--- config.mk ---
export PLATFORM = sky130hd
export DESIGN_NAME = indentation_style_detector
export DESIGN_NICKNAME = d
export VERILOG_FILES = /design/src/hdl/isd_pkg.sv /design/src/hdl/indentation_style_detector.sv /design/src/hdl/isd_front.sv /design/src/hdl/isd_queue.sv /design/src/hdl/isd_back.sv
export SDC_FILE = /design/constraint.sdc
export NUM_CORES = 1
export LEC_CHECK = 0
export ABC_CLOCK_PERIOD_IN_PS = 10000
export BUFFER_PORTS_ARGS = -buffer_cell sky130_fd_sc_hd__buf_2
export CAP_MARGIN = 20
export CORE_MARGIN = 8
export CORE_UTILIZATION = 60
export CTS_CLUSTER_SIZE = 25
export DETAILED_ROUTE_END_ITERATION = 10
export HOLD_SLACK_MARGIN = 0.02
export PLACE_DENSITY = 0.76
export REMOVE_ABC_BUFFERS = 1
export SYNTH_ARGS = -nofsm -noshare
export SYNTH_HDL_FRONTEND = slang
export SYNTH_SLANG_ARGS = --single-unit
--- constraint.sdc ---
create_clock -name clk -period 10 [get_ports clk]
set_input_delay 1.5 -clock clk [delete_from_list [all_inputs] [get_ports clk]]
set_output_delay 1.5 -clock clk [all_outputs]
set_load 0.01 [all_outputs]
--- src/hdl/isd_pkg.sv ---
// Shared types and constants for the indentation style detector.
`default_nettype none

package isd_pkg;

  localparam int MAX_TAB_WIDTH = 8;
  localparam int LINES         = 20;
  localparam int QUEUE_DEPTH   = 4;
  localparam int RUN_W         = 16;
  localparam int CFG_W         = 8;
  localparam int CFG_IDX_W     = 1;

  localparam logic [7:0] CH_NEWLINE = 8'd10;
  localparam logic [7:0] CH_SPACE   = 8'd32;
  localparam logic [7:0] CH_TAB     = 8'd9;

  localparam logic [CFG_IDX_W-1:0] CFG_DEFAULT_WIDTH = 1'd0;
  localparam logic [CFG_IDX_W-1:0] CFG_DEFAULT_STYLE = 1'd1;

  typedef enum logic [2:0] {
    TK_NONE,
    TK_NEWLINE,
    TK_SPACE,
    TK_TAB,
    TK_TEXT
  } tok_kind_t;

  typedef struct packed {
    tok_kind_t kind;
    logic      last;
  } token_t;

  typedef struct packed {
    logic full;
    logic empty;
  } queue_stat_t;

  typedef enum logic [1:0] {
    ST_RUN,
    ST_SCORE,
    ST_DONE
  } back_state_t;

  typedef struct packed {
    logic pop;
    logic score;
    logic finish;
  } back_ctl_t;

endpackage

`default_nettype wire

--- src/hdl/indentation_style_detector.sv ---
// Top level of the indentation style detector.
//
//   channel  | handshake              | payload
//   ---------+------------------------+------------------------------------------
//   in       | in_valid / in_stall    | ch, no_char, last
//   out      | out_valid / out_stall  | indent_width, indent_style, width_detected,
//            |                        | style_detected
//   cfg      | cfg_we                 | cfg_index, cfg_data
//
// One byte beat per cycle, while in_stall is low, through the token queue into
// the line tracker. A beat with last starts candidate scoring (one width per
// cycle), then loads the result register when it is free; no token is taken then.
// Reset clears all text state; default_width resets to 4, default_style to 0.
// in_stall is high while the queue is full; out_stall holds the result register.
`default_nettype none

module indentation_style_detector #(
  parameter int MAX_TAB_WIDTH = isd_pkg::MAX_TAB_WIDTH,
  parameter int LINES         = isd_pkg::LINES
) (
  input  wire logic                          clk,
  input  wire logic                          rst,
  input  wire logic                          in_valid,
  output logic                               in_stall,
  input  wire logic [7:0]                    ch,
  input  wire logic                          no_char,
  input  wire logic                          last,
  output logic                               out_valid,
  input  wire logic                          out_stall,
  output logic [3:0]                         indent_width,
  output logic                               indent_style,
  output logic                               width_detected,
  output logic                               style_detected,
  input  wire logic                          cfg_we,
  input  wire logic [isd_pkg::CFG_IDX_W-1:0] cfg_index,
  input  wire logic [isd_pkg::CFG_W-1:0]     cfg_data
);

  logic [isd_pkg::CFG_W-1:0] default_width;
  logic                      default_style;

  isd_pkg::queue_stat_t qstat;
  isd_pkg::token_t      push_tok;
  isd_pkg::token_t      head;
  logic                 push;
  logic                 pop;

  always_ff @(posedge clk) begin
    if (rst) begin
      default_width <= isd_pkg::CFG_W'(4);
      default_style <= 1'b0;
    end else if (cfg_we) begin
      case (cfg_index)
        isd_pkg::CFG_DEFAULT_WIDTH: default_width <= cfg_data;
        isd_pkg::CFG_DEFAULT_STYLE: default_style <= cfg_data[0];
        default: ;
      endcase
    end
  end

  isd_front u_front (
    .in_valid (in_valid),
    .in_stall (in_stall),
    .ch       (ch),
    .no_char  (no_char),
    .last     (last),
    .qstat    (qstat),
    .push     (push),
    .token    (push_tok)
  );

  isd_queue #(
    .DEPTH (isd_pkg::QUEUE_DEPTH)
  ) u_queue (
    .clk      (clk),
    .rst      (rst),
    .push     (push),
    .push_tok (push_tok),
    .pop      (pop),
    .head     (head),
    .qstat    (qstat)
  );

  isd_back #(
    .MAX_TAB_WIDTH (MAX_TAB_WIDTH),
    .LINES         (LINES)
  ) u_back (
    .clk            (clk),
    .rst            (rst),
    .tok            (head),
    .qstat          (qstat),
    .pop            (pop),
    .default_width  (default_width),
    .default_style  (default_style),
    .out_valid      (out_valid),
    .out_stall      (out_stall),
    .indent_width   (indent_width),
    .indent_style   (indent_style),
    .width_detected (width_detected),
    .style_detected (style_detected)
  );

endmodule

`default_nettype wire

--- src/hdl/isd_front.sv ---
// Front end: takes input beats and classes each byte into a token.
`default_nettype none

module isd_front (
  input  wire logic               in_valid,
  output logic                    in_stall,
  input  wire logic [7:0]         ch,
  input  wire logic               no_char,
  input  wire logic               last,
  input  wire isd_pkg::queue_stat_t qstat,
  output logic                    push,
  output isd_pkg::token_t         token
);

  isd_pkg::tok_kind_t kind;

  always_comb begin
    if (no_char) begin
      kind = isd_pkg::TK_NONE;
    end else begin
      case (ch)
        isd_pkg::CH_NEWLINE: kind = isd_pkg::TK_NEWLINE;
        isd_pkg::CH_SPACE:   kind = isd_pkg::TK_SPACE;
        isd_pkg::CH_TAB:     kind = isd_pkg::TK_TAB;
        default:             kind = isd_pkg::TK_TEXT;
      endcase
    end
  end

  assign in_stall   = qstat.full;
  assign push       = in_valid && !qstat.full;
  assign token.kind = kind;
  assign token.last = last;

endmodule

`default_nettype wire

--- src/hdl/isd_queue.sv ---
// Small token queue between front and back.
`default_nettype none

module isd_queue #(
  parameter int DEPTH = isd_pkg::QUEUE_DEPTH
) (
  input  wire logic            clk,
  input  wire logic            rst,
  input  wire logic            push,
  input  wire isd_pkg::token_t push_tok,
  input  wire logic            pop,
  output isd_pkg::token_t      head,
  output isd_pkg::queue_stat_t qstat
);

  localparam int AW = (DEPTH > 1) ? $clog2(DEPTH) : 1;

  isd_pkg::token_t mem [DEPTH];
  logic [AW-1:0]   wr_ptr;
  logic [AW-1:0]   rd_ptr;
  logic [AW:0]     count;
  logic            do_push;
  logic            do_pop;

  assign qstat.full  = (count == (AW+1)'(DEPTH));
  assign qstat.empty = (count == '0);
  assign do_push     = push && !qstat.full;
  assign do_pop      = pop && !qstat.empty;
  assign head        = mem[rd_ptr];

  always_ff @(posedge clk) begin
    if (do_push) begin
      mem[wr_ptr] <= push_tok;
    end
  end

  always_ff @(posedge clk) begin
    if (rst) begin
      wr_ptr <= '0;
      rd_ptr <= '0;
      count  <= '0;
    end else begin
      if (do_push) begin
        wr_ptr <= (wr_ptr == AW'(DEPTH - 1)) ? '0 : wr_ptr + 1'b1;
      end
      if (do_pop) begin
        rd_ptr <= (rd_ptr == AW'(DEPTH - 1)) ? '0 : rd_ptr + 1'b1;
      end
      case ({do_push, do_pop})
        2'b10:   count <= count + 1'b1;
        2'b01:   count <= count - 1'b1;
        default: count <= count;
      endcase
    end
  end

endmodule

`default_nettype wire

--- src/hdl/isd_back.sv ---
// Back end: line tracking, difference histogram, width scoring, result register.
`default_nettype none

module isd_back #(
  parameter int MAX_TAB_WIDTH = isd_pkg::MAX_TAB_WIDTH,
  parameter int LINES         = isd_pkg::LINES
) (
  input  wire logic                      clk,
  input  wire logic                      rst,
  input  wire isd_pkg::token_t           tok,
  input  wire isd_pkg::queue_stat_t      qstat,
  output logic                           pop,
  input  wire logic [isd_pkg::CFG_W-1:0] default_width,
  input  wire logic                      default_style,
  output logic                           out_valid,
  input  wire logic                      out_stall,
  output logic [3:0]                     indent_width,
  output logic                           indent_style,
  output logic                           width_detected,
  output logic                           style_detected
);

  localparam int HW = $clog2(MAX_TAB_WIDTH + 1);
  localparam int CW = $clog2(LINES + 1);
  localparam int RW = isd_pkg::RUN_W;

  isd_pkg::back_state_t state;
  isd_pkg::back_state_t state_next;
  isd_pkg::back_ctl_t   ctl;

  logic [CW-1:0] line_index;
  logic          in_leading_ws;
  logic [RW-1:0] space_run;
  logic          saw_tab;
  logic [CW-1:0] space_line_count;
  logic [CW-1:0] tab_line_count;
  logic [CW-1:0] mixed_line_count;
  logic [RW-1:0] prev_indent;
  logic          have_prev;
  logic [CW-1:0] diff_hist [1:MAX_TAB_WIDTH];
  logic [CW-1:0] diff_total;

  logic [RW-1:0] diff;
  logic          diff_ok;
  logic [HW-1:0] diff_idx;

  logic [HW-1:0] cand;
  logic [HW-1:0] best_w;
  logic [CW-1:0] best_s;
  logic [CW-1:0] best_e;
  logic          amb;
  logic [CW-1:0] score;
  logic [CW-1:0] exact;

  logic [MAX_TAB_WIDTH:1] mult_row [0:MAX_TAB_WIDTH];

  logic [7:0]    wsel;
  logic          sdet;
  logic          wdet;
  logic          style_sel;
  logic [CW+1:0] thr_lhs;
  logic [CW+1:0] thr_rhs;

  // multiples of each candidate width, fixed at elaboration
  for (genvar c = 0; c <= MAX_TAB_WIDTH; c++) begin : g_row
    for (genvar m = 1; m <= MAX_TAB_WIDTH; m++) begin : g_col
      localparam int STEP = (c >= 2) ? c : 1;
      localparam bit HIT  = (c >= 2) && ((m % STEP) == 0);
      assign mult_row[c][m] = HIT;
    end
  end

  always_ff @(posedge clk) begin
    if (rst) begin
      state <= isd_pkg::ST_RUN;
    end else begin
      state <= state_next;
    end
  end

  always_comb begin
    state_next = state;
    case (state)
      isd_pkg::ST_RUN: begin
        if (ctl.pop && tok.last) begin
          state_next = isd_pkg::ST_SCORE;
        end
      end
      isd_pkg::ST_SCORE: begin
        if (cand == HW'(MAX_TAB_WIDTH)) begin
          state_next = isd_pkg::ST_DONE;
        end
      end
      isd_pkg::ST_DONE: begin
        if (ctl.finish) begin
          state_next = isd_pkg::ST_RUN;
        end
      end
      default: state_next = isd_pkg::ST_RUN;
    endcase
  end

  always_comb begin
    ctl.pop    = 1'b0;
    ctl.score  = 1'b0;
    ctl.finish = 1'b0;
    case (state)
      isd_pkg::ST_RUN:   ctl.pop    = !qstat.empty;
      isd_pkg::ST_SCORE: ctl.score  = 1'b1;
      isd_pkg::ST_DONE:  ctl.finish = !out_valid || !out_stall;
      default: ;
    endcase
  end

  assign pop = ctl.pop;

  assign diff     = (space_run >= prev_indent) ? space_run - prev_indent
                                               : prev_indent - space_run;
  assign diff_ok  = (diff != '0) && (diff <= RW'(MAX_TAB_WIDTH));
  assign diff_idx = diff[HW-1:0];

  // line tracking and histogram
  always_ff @(posedge clk) begin
    if (rst || ctl.finish) begin
      line_index       <= '0;
      in_leading_ws    <= 1'b1;
      space_run        <= '0;
      saw_tab          <= 1'b0;
      space_line_count <= '0;
      tab_line_count   <= '0;
      mixed_line_count <= '0;
      prev_indent      <= '0;
      have_prev        <= 1'b0;
      diff_total       <= '0;
      for (int i = 1; i <= MAX_TAB_WIDTH; i++) begin
        diff_hist[i] <= '0;
      end
    end else if (ctl.pop && line_index < CW'(LINES)) begin
      case (tok.kind)
        isd_pkg::TK_NEWLINE: begin
          line_index    <= line_index + 1'b1;
          in_leading_ws <= 1'b1;
          space_run     <= '0;
          saw_tab       <= 1'b0;
        end
        isd_pkg::TK_SPACE: begin
          if (in_leading_ws && space_run != {RW{1'b1}}) begin
            space_run <= space_run + 1'b1;
          end
        end
        isd_pkg::TK_TAB: begin
          if (in_leading_ws) begin
            saw_tab <= 1'b1;
          end
        end
        isd_pkg::TK_TEXT: begin
          if (in_leading_ws) begin
            in_leading_ws <= 1'b0;
            if (space_run != '0 && !saw_tab) begin
              space_line_count <= space_line_count + 1'b1;
            end else if (saw_tab && space_run == '0) begin
              tab_line_count <= tab_line_count + 1'b1;
            end else if (saw_tab) begin
              mixed_line_count <= mixed_line_count + 1'b1;
            end
            if (!saw_tab) begin
              if (have_prev && diff_ok) begin
                diff_hist[diff_idx] <= diff_hist[diff_idx] + 1'b1;
                diff_total          <= diff_total + 1'b1;
              end
              prev_indent <= space_run;
              have_prev   <= 1'b1;
            end else begin
              have_prev <= 1'b0;
            end
          end
        end
        default: ;
      endcase
    end
  end

  // one candidate width per cycle
  always_comb begin
    score = '0;
    for (int m = 1; m <= MAX_TAB_WIDTH; m++) begin
      if (mult_row[cand][m]) begin
        score = score + diff_hist[m];
      end
    end
  end

  assign exact = diff_hist[cand];

  always_ff @(posedge clk) begin
    if (ctl.pop && tok.last) begin
      cand   <= HW'(2);
      best_w <= '0;
      best_s <= '0;
      best_e <= '0;
      amb    <= 1'b0;
    end else if (ctl.score) begin
      cand <= cand + 1'b1;
      if (score > best_s || (score == best_s && exact > best_e)) begin
        best_w <= cand;
        best_s <= score;
        best_e <= exact;
        amb    <= 1'b0;
      end else if (score != '0 && score == best_s && exact == best_e) begin
        amb <= 1'b1;
      end
    end
  end

  // final decision
  assign thr_lhs = {2'b00, best_s} + {1'b0, best_s, 1'b0};
  assign thr_rhs = {1'b0, diff_total, 1'b0};

  always_comb begin
    if (default_width > 8'(MAX_TAB_WIDTH)) begin
      wsel = 8'(MAX_TAB_WIDTH);
    end else if (default_width == '0) begin
      wsel = 8'd1;
    end else begin
      wsel = default_width;
    end
    style_sel = default_style;
    sdet      = 1'b0;
    wdet      = 1'b0;
    if (space_line_count != '0 && tab_line_count == '0 && mixed_line_count == '0) begin
      style_sel = 1'b0;
      sdet      = 1'b1;
    end else if (tab_line_count != '0 && space_line_count == '0
                 && mixed_line_count == '0) begin
      style_sel = 1'b1;
      sdet      = 1'b1;
    end
    if (sdet && !style_sel && diff_total != '0) begin
      if (diff_hist[1] == diff_total) begin
        wsel = 8'd1;
        wdet = 1'b1;
      end else if (best_w != '0 && !amb && thr_lhs >= thr_rhs) begin
        wsel = 8'(best_w);
        wdet = 1'b1;
      end
    end
  end

  always_ff @(posedge clk) begin
    if (rst) begin
      out_valid <= 1'b0;
    end else if (ctl.finish) begin
      out_valid <= 1'b1;
    end else if (!out_stall) begin
      out_valid <= 1'b0;
    end
  end

  always_ff @(posedge clk) begin
    if (ctl.finish) begin
      indent_width   <= wsel[3:0];
      indent_style   <= style_sel;
      width_detected <= wdet;
      style_detected <= sdet;
    end
  end

endmodule

`default_nettype wire

==> impl_results.md <==
- Crit end category: flop
- Critical path fanouts, max: 16
- GP Congestion: 0.945
- Cell area after synthesis: 0.0138 mm2
- Status: finished, final reports clean
- VDD IR max: 0.170 mV
- # resized after CTS: 0
- Maximum clock frequency: 0.109 GHz
- Root Driver: clkbuf_16
- Worst-case clock buffer depth: 3
- Final ANT Viol Nets: 0
- First-pass GRT wire length: 56100 um
- Slowest CP cell: nor2_1
- Die area: 0.0280 mm2
- R2R setup slack: 0.84 ns
- Min-Delay Path Class: flop to flop
- Power Dens Cells: 230 mW/mm2
- Simple logic cell fraction of the synthesized area: 16.8%
- RSZ-0062 raised after global routing: no
- Largest family of logic cells by synthesized area: simple AND/OR/NAND/NOR gates
- Top_reg_cell synth: dfxtp_1
- DRT iter0 DRCs: 1101
- Die H: 167 um
- Post-synthesis mux area share: 9.27%
- Clock Skew: 0.0213 ns
- Dpl hpwl: 25600 um
- Total detailed-routing wirelength: 34500 um
- Clock power frac: 24.2%
- CP arrival: 9.60 ns
- CP Launch Type: flop
- Vias in the first global route: 11031
- Growth of design area from synthesis to finish: 8.42%
- Asr flop ratio synth: 0%
- Nets: 1609
- Highest metal used: met4
- Xor-xnor portion of the synthesized cell area: 4.97%
- Vias: 11160
- Final Hold Viols: 0
- Met2 routed WL: 16400 um
- Post-layout instance area: 0.0149 mm2
- Register area share after synthesis: 37.6%
- Number of enable flip-flop cells after synthesis: 103
- Cell variety after synth: 92
- Comb pwr share: 42.6%
- Ports: 33
- Max cap viols: 0
- Placed cell area: 0.0142 mm2
- Initial antenna violation count: 0
- Top cell by count, worst path: ha_1
- Critical Path Max Stage Delay: 0.54 ns
- Via-to-Cell Ratio: 6.29
- Worst-Skew Late Latency: 0.52 ns
- Total Power: 0.00344 W
- Core Util, Final: 66.1%
- H-tree depth: 1
- Fill count: 1816
- Final setup viols: 0
- Met1 wire length: 14200 um
- Final min period: 9.16 ns
- Period utilisation layout: 91.6%
- Worst slew pin tran: 1.13 ns
- Largest net degree at the start of global routing: 51
- Avg Synthesized Cell Area: 9.58 um2
- Sequential cell area: 0.00517 mm2
- Reg power frac: 33.2%
- Synth Area in Compound Gates: 15.3%
- P_sw: 0.00128 W
- Diode count: 0
- Setup Total Neg Slack: 0 ns
- Critical path required time: 10.44 ns
- Synth Area in Adders: 10.7%
- Worst-path clk slew: 0.06 ns
- Die W: 167 um
- Wirelength per Cell: 19.4 um
- CTS Hold Buffers Added: 0
- Slew headroom: 24.5%
- CORE AREA: 0.0226 mm2
- Yosys Warn Count: 0
- Power Internal: 0.00216 W
- Post-CTS Setup Repair Bufs: 0
- # rows: 55
- Mapped Cells: 1436
- FF+latch count, synth: 207
- Total CTS buffers: 24
- Total track usage: 24.3%
- Bufs and invs on worst path: 5
- Port bufs: 32
- Grt total ovfl: 0
- DRC: 0
- Setup CP Type: flop to flop
- Top delay family on crit path: adder cells
- Layout cell share with drive strength beyond 1: 9.60%
- Sink Count: 207
- Leak Pwr: 5.98 nW
- Multi-input gate area: 0.00801 mm2
- First-pass DRT Iterations: 6
- Starting Density: 61.0%
- Slew Viols, Final: 0
- Switching share of power: 37.1%
- CTS tree: built
- Met3 routed wirelength: 2400 um
cells in the final DEF (no fill, tap or decap), types with 11 or more instances in the layout:
cell type    n
inv_1      109
mux4_2      35
nor2_1     123
and2_1      13
nor4_1      12
conb_1      40
a31oi_1     11
nand3_1     29
xor2_1      31
nor2b_1     19
nor3_1      44
or3_1       15
nand2_1    122
ha_1       102
clkbuf_16   25
a21oi_1     91
nand4_1     34
a211oi_1    20
dfxtp_1    104
edfxtp_1   103
and3_1      17
buf_2       32
a21o_1      33
o21ai_0     53
mux2i_1     42
xnor2_1     42
logic make-up (layout without fill, tap and decap cells):
family / after synthesis / after routing
compound gates: 309 / 309
xor+xnor: 75 / 75
buf+inv: 179 / 193
simple gates: 470 / 470
other cells: 1 / 40
mux: 83 / 83
fa+ha+maj: 112 / 112
flops: 207 / 207
synth_stat cells (all sizes together), types with 4 or more instances:
library cell  instances  area [um2]
a2111oi               6        68.8
a211o                 4        35.0
a211oi               20         150
a21boi                4        33.8
a21o                 33         248
a21oi                92         464
a2bb2oi               4        35.0
a311o                 4        40.0
a311oi                5        43.8
a31o                  5        43.8
a31oi                11        68.8
and2                 15        93.8
and3                 17         106
buf                  25         144
clkbuf               43         161
dfxtp               104        2080
edfxtp              103        3090
fa                   10         200
ha                  102        1280
inv                 109         409
mux2                  6        67.6
mux2i                42         420
mux4                 35         788
nand2               122         458
nand2b                9        56.3
nand3                31         165
nand4                34         213
nor2                123         462
nor2b                19         119
nor3                 46         246
nor4                 13        87.6
nor4b                 4        35.0
o211ai                9        67.6
o21a                  5        37.5
o21ai                57         289
o221ai                5        43.8
o31ai                 5        56.3
or2                   4        25.0
or3                  15        93.8
or4                   9        75.1
xnor2                42         368
xor2                 31         272
per-layer routing:
metal | GRT usage [%] | vias to the layer above
li1 | - | 5271
met1 | 31.0 | 5291
met2 | 41.1 | 487
met3 | 3.10 | 111
met4 | 9.98 | 0
met5 | 0 | -
layout make-up:
type / count / area share [%]
Multi-Input combinational cell: 1089 / 53.7
Sequential cell: 207 / 34.7
Clock buffer: 32 / 4.44
Inverter: 111 / 2.79
Tap cell: 285 / 2.39
Timing Repair Buffer: 40 / 1.48
Clock inverter: 10 / 0.528
tightest hold or removal path, cell delays in order, from the launching register on:
cell	delay, ns
dfxtp_1	0.30
nand2_1	0.05
a21oi_1	0.05
metrics by stage:
stage | setup slack, ns | instances | hold slack [ns]
2_1_floorplan | 1.57 | 1407 | 0.425
3_3_place_gp | 1.26 | 1732 | 0.439
3_5_place_dp | 0.896 | 1732 | 0.442
4_1_cts | 0.878 | 1774 | 0.450
5_1_grt | 0.131 | 1774 | 0.480
6_report | 0.844 | 1774 | 0.448
sequential cells by signal, summed over array words and instances, names as in the netlist, 2 cells and up, named ones only:
register,count
u_back.diff_total,5
default_width,8
u_queue.wr_ptr,2
u_back.tab_line_count,5
u_back.best_w,4
u_back.best_e,5
u_back.prev_indent,16
u_back.best_s,5
u_queue.rd_ptr,2
u_back.state,2
u_back.line_index,5
u_queue.count,3
u_back.diff_hist,80
u_queue.mem,16
u_back.indent_width,4
u_back.cand,4
u_back.mixed_line_count,5
u_back.space_run,16
u_back.space_line_count,5
power by group through the flow:
| stage | combinational, W | sequential, W | clock [W] |
|---|---|---|---|
| after global placement | 0.00140 | 0.00115 | 0 |
| after global routing | 0.00163 | 0.00116 | 0.000874 |
| final | 0.00147 | 0.00114 | 0.000831 |
| after floorplan | 0.00109 | 0.00114 | 0 |
| after detailed placement | 0.00145 | 0.00116 | 0 |
| after CTS | 0.00146 | 0.00114 | 0.000843 |
final timing paths:
| check | from | endpoint | cells after the start |
|---|---|---|---|
| worst min register to register | default_width[6] | default_width[6] | 2 |
| worst min-delay path | default_width[6] | default_width[6] | 2 |
| worst max-delay path | u_back.cand[0] | u_back.best_s[2] | 37 |
| worst max register to register | u_back.cand[0] | u_back.best_s[2] | 37 |
Note: power is estimated with default switching activity, not from simulation.
